`config.mk`:
```
export PLATFORM = sky130hd
export DESIGN_NAME = scanned_button_debouncer_core
export DESIGN_NICKNAME = d
export VERILOG_FILES = /design/src/sv/sbd_pkg.sv /design/src/sv/scanned_button_debouncer_core.sv /design/src/sv/sbd_cfg_regs.sv /design/src/sv/sbd_scan_update.sv
export SDC_FILE = /design/constraint.sdc
export NUM_CORES = 1
export LEC_CHECK = 0
export BUFFER_PORTS_ARGS = -buffer_cell sky130_fd_sc_hd__buf_2
export CAP_MARGIN = 20
export CELL_PAD_IN_SITES_DETAIL_PLACEMENT = 1
export CELL_PAD_IN_SITES_GLOBAL_PLACEMENT = 1
export CORE_ASPECT_RATIO = 0.7
export CORE_MARGIN = 2
export CORE_UTILIZATION = 30
export DETAILED_ROUTE_END_ITERATION = 7
export GPL_TIMING_DRIVEN = 0
export PLACE_DENSITY_LB_ADDON = 0.1
export SLEW_MARGIN = 20
export SYNTH_ARGS = -nofsm -noshare
export SYNTH_HDL_FRONTEND = slang
export SYNTH_SLANG_ARGS = --single-unit
```
`constraint.sdc`:
```
create_clock -name clk -period 7.9 [get_ports clk]
set_input_delay 0.79 -clock clk [delete_from_list [all_inputs] [get_ports clk]]
set_output_delay 0.79 -clock clk [all_outputs]
set_load 0.005 [all_outputs]
```
`src/sv/sbd_pkg.sv`:
```
`timescale 1ns / 1ps
// ----------------------------------------------------------------------------
// sbd_pkg
// Shared types and constants for the scanned button debouncer.
// ----------------------------------------------------------------------------
package sbd_pkg;

  localparam int BUTTON_COUNT = 5;
  localparam int PIN_W        = 5;
  localparam int THR_W        = 3;
  localparam int IVL_W        = 16;
  localparam int BTN_W        = 3;
  localparam int CFG_IDX_W    = 2;
  localparam int CFG_DATA_W   = 16;
  localparam int POS_W        = (BUTTON_COUNT > 1) ? $clog2(BUTTON_COUNT) : 1;

  localparam logic [THR_W-1:0] THRESHOLD_RESET = THR_W'(5);
  localparam logic [IVL_W-1:0] STEP_RESET      = IVL_W'(1);
  localparam logic [IVL_W-1:0] PAUSE_RESET     = IVL_W'(95);

  typedef enum logic [CFG_IDX_W-1:0] {
    REG_THRESHOLD = 2'd0,
    REG_STEP      = 2'd1,
    REG_PAUSE     = 2'd2,
    REG_UNUSED    = 2'd3
  } reg_idx_t;

  typedef struct packed {
    logic [THR_W-1:0] threshold;
    logic [IVL_W-1:0] step;
    logic [IVL_W-1:0] pause;
  } cfg_t;

  typedef struct packed {
    logic             press_event;
    logic [BTN_W-1:0] button_number;
    logic [PIN_W-1:0] levels;
    logic [IVL_W-1:0] interval;
  } res_t;

endpackage

```
`src/sv/scanned_button_debouncer_core.sv`:
```
`timescale 1ns / 1ps
// ----------------------------------------------------------------------------
// scanned_button_debouncer_core
// Round-robin counter debouncer with hysteresis and tick interval output.
// ----------------------------------------------------------------------------
// Channel  Handshake             Payload
// in       in_valid / in_ready   pin_levels
// out      out_valid / out_ready press_event, button_number,
//                                debounced_levels, next_interval
// cfg      cfg_we                cfg_index, cfg_data
//
// One word per cycle while the output is not stalled; a word passes the input
// register, then the result register, on its way to the output.
// Reset clears counters, flags, scan position and registers to defaults.
// A stalled output holds its word; the input register still takes one more.
// ----------------------------------------------------------------------------
module scanned_button_debouncer_core
  import sbd_pkg::*;
(
  input  logic                  clk,
  input  logic                  rst,
  input  logic                  in_valid,
  output logic                  in_ready,
  input  logic [PIN_W-1:0]      pin_levels,
  output logic                  out_valid,
  input  logic                  out_ready,
  output logic                  press_event,
  output logic [BTN_W-1:0]      button_number,
  output logic [PIN_W-1:0]      debounced_levels,
  output logic [IVL_W-1:0]      next_interval,
  input  logic                  cfg_we,
  input  logic [CFG_IDX_W-1:0]  cfg_index,
  input  logic [CFG_DATA_W-1:0] cfg_data
);

  cfg_t             cfg;
  res_t             res;
  logic             s1_valid;
  logic [PIN_W-1:0] s1_pins;
  logic             advance;

  assign advance  = s1_valid && (!out_valid || out_ready);
  assign in_ready = !s1_valid || advance;

  sbd_cfg_regs u_cfg (
    .clk       (clk),
    .rst       (rst),
    .cfg_we    (cfg_we),
    .cfg_index (cfg_index),
    .cfg_data  (cfg_data),
    .cfg       (cfg)
  );

  sbd_scan_update u_upd (
    .clk  (clk),
    .rst  (rst),
    .en   (advance),
    .pins (s1_pins),
    .cfg  (cfg),
    .res  (res)
  );

  always_ff @(posedge clk) begin
    if (rst) begin
      s1_valid  <= 1'b0;
      out_valid <= 1'b0;
    end else begin
      if (in_ready) begin
        s1_valid <= in_valid;
      end
      if (advance) begin
        out_valid <= 1'b1;
      end else if (out_ready) begin
        out_valid <= 1'b0;
      end
    end
    if (in_valid && in_ready) begin
      s1_pins <= pin_levels;
    end
    if (advance) begin
      press_event      <= res.press_event;
      button_number    <= res.button_number;
      debounced_levels <= res.levels;
      next_interval    <= res.interval;
    end
  end

endmodule

```
`src/sv/sbd_cfg_regs.sv`:
```
`timescale 1ns / 1ps
// ----------------------------------------------------------------------------
// sbd_cfg_regs
// Configuration register file: threshold, step interval, round pause.
// ----------------------------------------------------------------------------
module sbd_cfg_regs
  import sbd_pkg::*;
(
  input  logic                  clk,
  input  logic                  rst,
  input  logic                  cfg_we,
  input  logic [CFG_IDX_W-1:0]  cfg_index,
  input  logic [CFG_DATA_W-1:0] cfg_data,
  output cfg_t                  cfg
);

  always_ff @(posedge clk) begin
    if (rst) begin
      cfg.threshold <= THRESHOLD_RESET;
      cfg.step      <= STEP_RESET;
      cfg.pause     <= PAUSE_RESET;
    end else if (cfg_we) begin
      unique case (reg_idx_t'(cfg_index))
        REG_THRESHOLD: cfg.threshold <= cfg_data[THR_W-1:0];
        REG_STEP:      cfg.step      <= cfg_data[IVL_W-1:0];
        REG_PAUSE:     cfg.pause     <= cfg_data[IVL_W-1:0];
        default: ;
      endcase
    end
  end

endmodule

```
`src/sv/sbd_scan_update.sv`:
```
`timescale 1ns / 1ps
// ----------------------------------------------------------------------------
// sbd_scan_update
// Per-tick debounce update: counter, hysteresis flag, scan position.
// ----------------------------------------------------------------------------
module sbd_scan_update
  import sbd_pkg::*;
(
  input  logic             clk,
  input  logic             rst,
  input  logic             en,
  input  logic [PIN_W-1:0] pins,
  input  cfg_t             cfg,
  output res_t             res
);

  logic [THR_W-1:0]        counters [BUTTON_COUNT];
  logic [BUTTON_COUNT-1:0] flags;
  logic [POS_W-1:0]        scan_pos;

  logic [BUTTON_COUNT-1:0] pins_ext;
  logic [BUTTON_COUNT-1:0] flags_next;
  logic [THR_W-1:0]        thr;
  logic [THR_W-1:0]        cnt;
  logic [THR_W-1:0]        cnt_next;
  logic [POS_W-1:0]        scan_pos_next;
  logic                    active;
  logic                    flag_next;
  logic                    last;
  logic                    press_evt;
  logic [PIN_W-1:0]        levels;

  always_comb begin
    for (int i = 0; i < BUTTON_COUNT; i++) begin
      pins_ext[i] = (i < PIN_W) ? pins[i % PIN_W] : 1'b0;
    end
  end

  assign thr    = (cfg.threshold == '0) ? THR_W'(1) : cfg.threshold;
  assign active = pins_ext[scan_pos];
  assign cnt    = counters[scan_pos];
  assign last   = (scan_pos == POS_W'(BUTTON_COUNT - 1));

  always_comb begin
    if (active) begin
      cnt_next = (cnt < thr) ? cnt + THR_W'(1) : thr;
    end else begin
      cnt_next = (cnt != '0) ? cnt - THR_W'(1) : cnt;
    end
  end

  always_comb begin
    press_evt = 1'b0;
    flag_next = flags[scan_pos];
    if (!flags[scan_pos]) begin
      if (cnt_next >= thr) begin
        flag_next = 1'b1;
        press_evt = 1'b1;
      end
    end else if (cnt_next == '0) begin
      flag_next = 1'b0;
    end
  end

  always_comb begin
    flags_next           = flags;
    flags_next[scan_pos] = flag_next;
  end

  always_comb begin
    for (int i = 0; i < PIN_W; i++) begin
      levels[i] = (i < BUTTON_COUNT) ? flags_next[i % BUTTON_COUNT] : 1'b0;
    end
  end

  assign scan_pos_next = last ? '0 : scan_pos + POS_W'(1);
  assign res           = {press_evt, BTN_W'(scan_pos), levels, last ? cfg.pause : cfg.step};

  always_ff @(posedge clk) begin
    if (rst) begin
      for (int i = 0; i < BUTTON_COUNT; i++) begin
        counters[i] <= '0;
      end
      flags    <= '0;
      scan_pos <= '0;
    end else if (en) begin
      counters[scan_pos] <= cnt_next;
      flags              <= flags_next;
      scan_pos           <= scan_pos_next;
    end
  end

endmodule

```
==> impl_metrics.tcl, run 1 <==
set metrics [dict create \
    worstPathRequired_ns 7.98 \
    numCtsBuffers 9 \
    avgSynthCellArea_um2 11.3 \
    yosysWarnings 0 \
    grt_pass1_vias 3351 \
    worstSetupPathType "reg -> reg" \
    fin_total_pwr_mw 1.21 \
    cts.path.max_buffers 2 \
    worstPathMaxFanout 10 \
    syn_area_um2 4540 \
    final_nets 502 \
    cp_top_family "compound AO/OA/AOI/OAI gates" \
    clk_latency_ns 0.35 \
    synth_edf_count 54 \
    synth_seq_cells 102 \
    max-slew-margin-rel 0.453 \
    finalSetupTns_ns 0 \
    clock.fmax_ghz 0.213 \
    cts-root-buf "clkbuf_16" \
    syn_nets 437 \
    vias 3177 \
    wl_um 11700 \
    grt_use_total 0.155 \
    worstSetupEndpointType "flip-flop" \
    cts_hold_buf 0 \
    rows 37 \
    crit_chain "buf_6 > mux4_2 > mux2i_2 > inv_1 > ha_1 > inv_1 > o31a_2 > and4_1 > a211oi_2 > inv_1 > ha_1 > nor3b_1 > nor2_1 > nand2_1 > a31oi_4 > o31ai_2" \
    syn_to_final_growth_pct 18.1 \
    die_area_um2 16200 \
    crit_top_cell "inv_1" \
    synthCells 401 \
    core_um2 14800 \
    grt_max_degree 31 \
    worstMarginPinSlew_ns 0.819 \
    synth.distinct_cells 47 \
    period_needed_ns 4.70 \
    htree_levels 3 \
    status "finished, final reports clean" \
    ys_seq_area_frac 0.569 \
    die_w_um 151 \
    cts_setup_buffers 0 \
    drc 0 \
    path_buf_inv 4 \
    drv_cap 0 \
    die_y_um 107 \
    pin_count 55 \
    antenna_found_initial 0 \
    start_kind "flip-flop" \
    hpwlAfterDp_um 8570 \
    ys.flop_type "edfxtp_1" \
    io_buffer_count 54 \
    synthArstFlopShare 0 \
    nFillCells 1634 \
    num_antenna_cells 0 \
    start_util 0.307 \
    dr.first_iter.drc_count 121 \
    viasPerCell 4.77 \
    peakVddDrop_uv 92.1 \
    skew_ns 0.0142 \
    wl_per_cell_um 17.6 \
    min_period_over_period 0.595 \
    dr.pass1.iters 4 \
    max_stage_delay_ns 0.53 \
    gp_congestion 0.762 \
    power_density_nw_per_um2 227 \
    rsz0062_at_grt "no" \
    ant_nets 0 \
    p_leak_nw 2.02 \
    final_hold_viol_count 0 \
    cpMaxStageDelayCell "mux4_2" \
    cts_resized 0 \
    grt_pass1_wl_um 18700 \
    hp-class "reg -> reg" \
    setup_viol_count_final 0 \
    cts_tree "done" \
    drive_gt1_frac 0.248 \
    overflow 0 \
    cp.arrival_ns 4.78 \
    slew_violations 0 \
    cts_sinks 102 \
    clkTransAtPathRegs_ns 0.08 \
]
## area by class of cell
class                   count  area, um^2  share of cell area
clock inverters             6        57.6              0.0107
repair buffers             54         270              0.0504
flip-flops and latches    102        2580               0.482
clock buffers              10         250              0.0467
well taps                 195         244              0.0455
plain buffers              19        88.8              0.0166
inverters                  13        48.8             0.00910
multi-input cells         267        1820               0.339
## worst paths after layout
check / from / endpoint / slack [ns] / depth (start not counted)
setup / recovery: flip-flop / debounced_levels[1]$_DFFE_PP_ / 3.20 / 16
hold / removal: u_cfg.cfg[10]$_SDFFE_PP0P_ / u_cfg.cfg[10]$_SDFFE_PP0P_ / 0.46 / 2
setup reg to reg: flip-flop / debounced_levels[1]$_DFFE_PP_ / 3.20 / 16
hold reg to reg: u_cfg.cfg[10]$_SDFFE_PP0P_ / u_cfg.cfg[10]$_SDFFE_PP0P_ / 0.46 / 2
## routing by layer
layer / share of wire / track usage / vias to the layer above
met2: 0.42 / 0.224 / 36
met4: 0.0081 / 0.0360 / 0
li1: - / - / 1548
met1: 0.55 / 0.236 / 1585
met5: 0 / 0 / -
met3: 0.023 / 0.0315 / 8
## kinds of logic (layout without fill, tap and decap cells)
family                   after synthesis  after routing  synth area share
multiplexers                          31             31             0.103
adder cells (fa/ha/maj)                8              8            0.0220
AND/OR/NAND/NOR                      159            159             0.160
buffers and inverters                 32            102            0.0303
AO/OA/AOI/OAI                         67             67             0.112
XOR/XNOR                               2              2           0.00386
flip-flops                           102            102             0.569
## power by group
part / switching [mW] / internal [mW] / leakage, nW
logic: 0.106 / 0.0596 / 0.958
clock network: 0.215 / 0.241 / 0.153
registers: 0.00909 / 0.584 / 0.912
total: 0.330 / 0.885 / 2.02
## cells in the mapped netlist (all sizes together) (3+ instances only)
cell | n | area, um^2
a211oi | 3 | 27.5
a21oi | 29 | 145
buf | 4 | 32.5
clkbuf | 15 | 56.3
dfxtp | 48 | 961
edfxtp | 54 | 1620
ha | 8 | 100
inv | 13 | 48.8
mux2 | 17 | 191
mux2i | 7 | 111
mux4 | 7 | 165
nand2 | 85 | 319
nand2b | 6 | 37.5
nand3 | 6 | 30.0
nand3b | 11 | 82.6
nor2 | 29 | 109
nor2b | 8 | 50.1
nor3 | 3 | 15.0
o21ai | 11 | 66.3
o31ai | 9 | 113
## placed cells by master (no fill, tap or decap), types with 2 or more instances in the layout
cell        n
a211o_1     2
a211oi_1    2
a21boi_0    2
a21oi_1    29
and3_1      2
and4_1      2
buf_2      56
buf_6       2
clkbuf_1   15
clkbuf_16  10
clkinv_4    2
dfxtp_1    48
edfxtp_1   54
ha_1        8
inv_1      12
inv_6       2
inv_8       2
mux2_2     17
mux2i_1     3
mux2i_4     3
mux4_1      2
mux4_2      5
nand2_1    85
nand2b_1    6
nand3_1     6
nand3b_1   11
nor2_1     29
nor2b_1     8
nor3_1      3
nor3b_1     2
o21a_1      2
o21ai_0    10
o31ai_2     9
xnor2_1     2
## registers in the layout, summed over array words and instances (netlist names), named ones only
signal            flops
s1_pins               5
u_upd.scan_pos        3
out_valid             1
press_event           1
next_interval        16
button_number         3
debounced_levels      5
u_cfg.cfg            35
u_upd.counters       24
s1_valid              1
u_upd.flags           5
## worst min-delay path: cells and delay by family, from the launching register on
family,cells,cell delay (ns)
AO/OA/AOI/OAI,1,0.05
flip-flops,1,0.31
AND/OR/NAND/NOR,1,0.05
## through the flow
stage,hold WS (ns),setup WS [ns],area [um^2],util,instances
floorplan,0.433,3.94,4540,-,401
global placement,0.439,3.24,5050,0.342,650
detailed placement,0.448,3.14,5050,0.342,650
CTS,0.458,3.12,5360,0.363,666
global route,0.475,2.92,5360,0.363,666
finish,0.458,3.20,5360,0.363,666
Note: power is estimated with default switching activity, not from simulation.
==> run 2, diff against run 1 <==
Clock period 7.9 ns to 3.8 ns, I/O delays scaled along.
==> impl_metrics.tcl, run 2 (synthesized netlist as in run 1, its figures left out) <==
set metrics [dict create \
    core_um2 14800 \
    vias 3245 \
    max-slew-margin-rel 0.507 \
    io_buffer_count 54 \
    finalSetupTns_ns 0 \
    grt_use_total 0.155 \
    dp.cells 650 \
    cts-root-buf "clkbuf_16" \
    numCtsBuffers 9 \
    cts_tree "done" \
    fin_util 0.382 \
    drive_gt1_frac 0.305 \
    ant_nets 0 \
    status "finished, final reports clean" \
    viasPerCell 4.73 \
    skew_ns 0.0117 \
    min_period_over_period 0.988 \
    regMostFlops "u_cfg.cfg" \
    worstSetupEndpointType "flip-flop" \
    cts_hold_buf 0 \
    hp-class "in -> reg" \
    rsz0062_at_grt "yes" \
    wl_um 11900 \
    fin_total_pwr_mw 2.70 \
    p_leak_nw 2.15 \
    peakVddDrop_uv 208 \
    worstSetupPathType "reg -> reg" \
    cp.arrival_ns 3.84 \
    start_kind "flip-flop" \
    antenna_found_initial 0 \
    cts_sinks 102 \
    die_y_um 107 \
    num_antenna_cells 0 \
    pin_count 55 \
    htree_levels 3 \
    grt_pass1_vias 3293 \
    top_regs "u_cfg.cfg x35, u_upd.counters x24, next_interval x16" \
    grt_pass1_wl_um 18900 \
    syn_to_final_growth_pct 24.2 \
    cts.path.max_buffers 2 \
    final_hold_viol_count 0 \
    worstPathMaxFanout 5 \
    drc 0 \
    final_cell_mix "nand2_1, buf_2, edfxtp_1" \
    die_w_um 151 \
    final_common_cell "nand2_1" \
    dr.first_iter.drc_count 183 \
    final_nets 522 \
    dr.pass1.iters 4 \
    clk_latency_ns 0.35 \
    worstMarginPinSlew_ns 0.734 \
    gp_congestion 0.728 \
    worstPathRequired_ns 3.88 \
    drv_cap 0 \
    wl_per_cell_um 17.3 \
    die_area_um2 16200 \
    final_cells 686 \
    setup_viol_count_final 0 \
    grt_max_degree 31 \
    start_util 0.307 \
    hpwlAfterDp_um 8390 \
    largest_register_ffs 35 \
    rows 37 \
    overflow 0 \
    period_needed_ns 3.75 \
    slew_violations 0 \
    power_density_nw_per_um2 479 \
    clkTransAtPathRegs_ns 0.08 \
    clock.fmax_ghz 0.266 \
]
==> run 2: final timing paths <==
check,startpoint,endpoint,slack (ns),depth (start not counted)
worst min register to register,u_cfg.cfg[15]$_SDFFE_PP0P_,u_cfg.cfg[15]$_SDFFE_PP0P_,0.46,2
worst max-delay path,flip-flop,debounced_levels[3]$_DFFE_PP_,0.05,17
worst max register to register,flip-flop,debounced_levels[3]$_DFFE_PP_,0.05,17
worst min-delay path,pin_levels[4],s1_pins[4]$_DFFE_PP_,0.21,1
==> run 2: repair_timing <==
action,4_1_cts,5_1_grt
gates cloned,0,1
endpoints found under the setup margin,11,11
buffers inserted,4,15
pin swaps,1,5
gates resized for setup,3,10
==> run 2: power by group <==
| group | switching, mW | internal (mW) | leakage, nW | total (mW) |
|---|---|---|---|---|
| combinational | 0.259 | 0.237 | 1.08 | 0.496 |
| clock | 0.447 | 0.527 | 0.155 | 0.975 |
| sequential | 0.0189 | 1.21 | 0.913 | 1.23 |
| total | 0.725 | 1.98 | 2.15 | 2.70 |
==> run 2: worst max-delay path: stages (launching register included) <==
cell	delay, ns
dfxtp_2	0.32
buf_6	0.12
mux4_2	0.54
mux2i_4	0.19
inv_2	0.07
ha_4	0.28
inv_4	0.04
o31a_4	0.35
and4_4	0.19
a211oi_4	0.24
inv_2	0.08
ha_4	0.21
nor3b_1	0.13
nor2_1	0.13
nand2_1	0.10
a31oi_4	0.28
buf_12	0.17
o41ai_4	0.06
==> run 2: stage by stage <==
step           hold WS (ns)  worst slack, ns  instance area [um^2]
6_report              0.205           0.0457                  5640
5_1_grt               0.187           -0.102                  5640
4_1_cts               0.192           0.0124                  5450
3_5_place_dp          0.446           -0.521                  5090
3_3_place_gp          0.438           -0.523                  5090
2_1_floorplan         0.433           0.0105                  4570
==> run 2: routing by layer <==
| metal | vias to the layer above | track usage | share of wire |
|---|---|---|---|
| li1 | 1588 | - | - |
| met1 | 1593 | 0.236 | 0.52 |
| met3 | 14 | 0.0315 | 0.033 |
| met4 | 0 | 0.0401 | 0.013 |
| met2 | 50 | 0.223 | 0.44 |
| met5 | - | 0 | 0 |
==> run 2: area by class of cell <==
| cell class | count | area (um^2) |
|---|---|---|
| repair buffers | 74 | 450 |
| well taps | 195 | 244 |
| plain buffers | 19 | 88.8 |
| clock inverters | 7 | 85.1 |
| fillers | 1631 | 9130 |
| multi-input cells | 267 | 1910 |
| inverters | 13 | 51.3 |
| flip-flops and latches | 102 | 2580 |
| clock buffers | 9 | 225 |
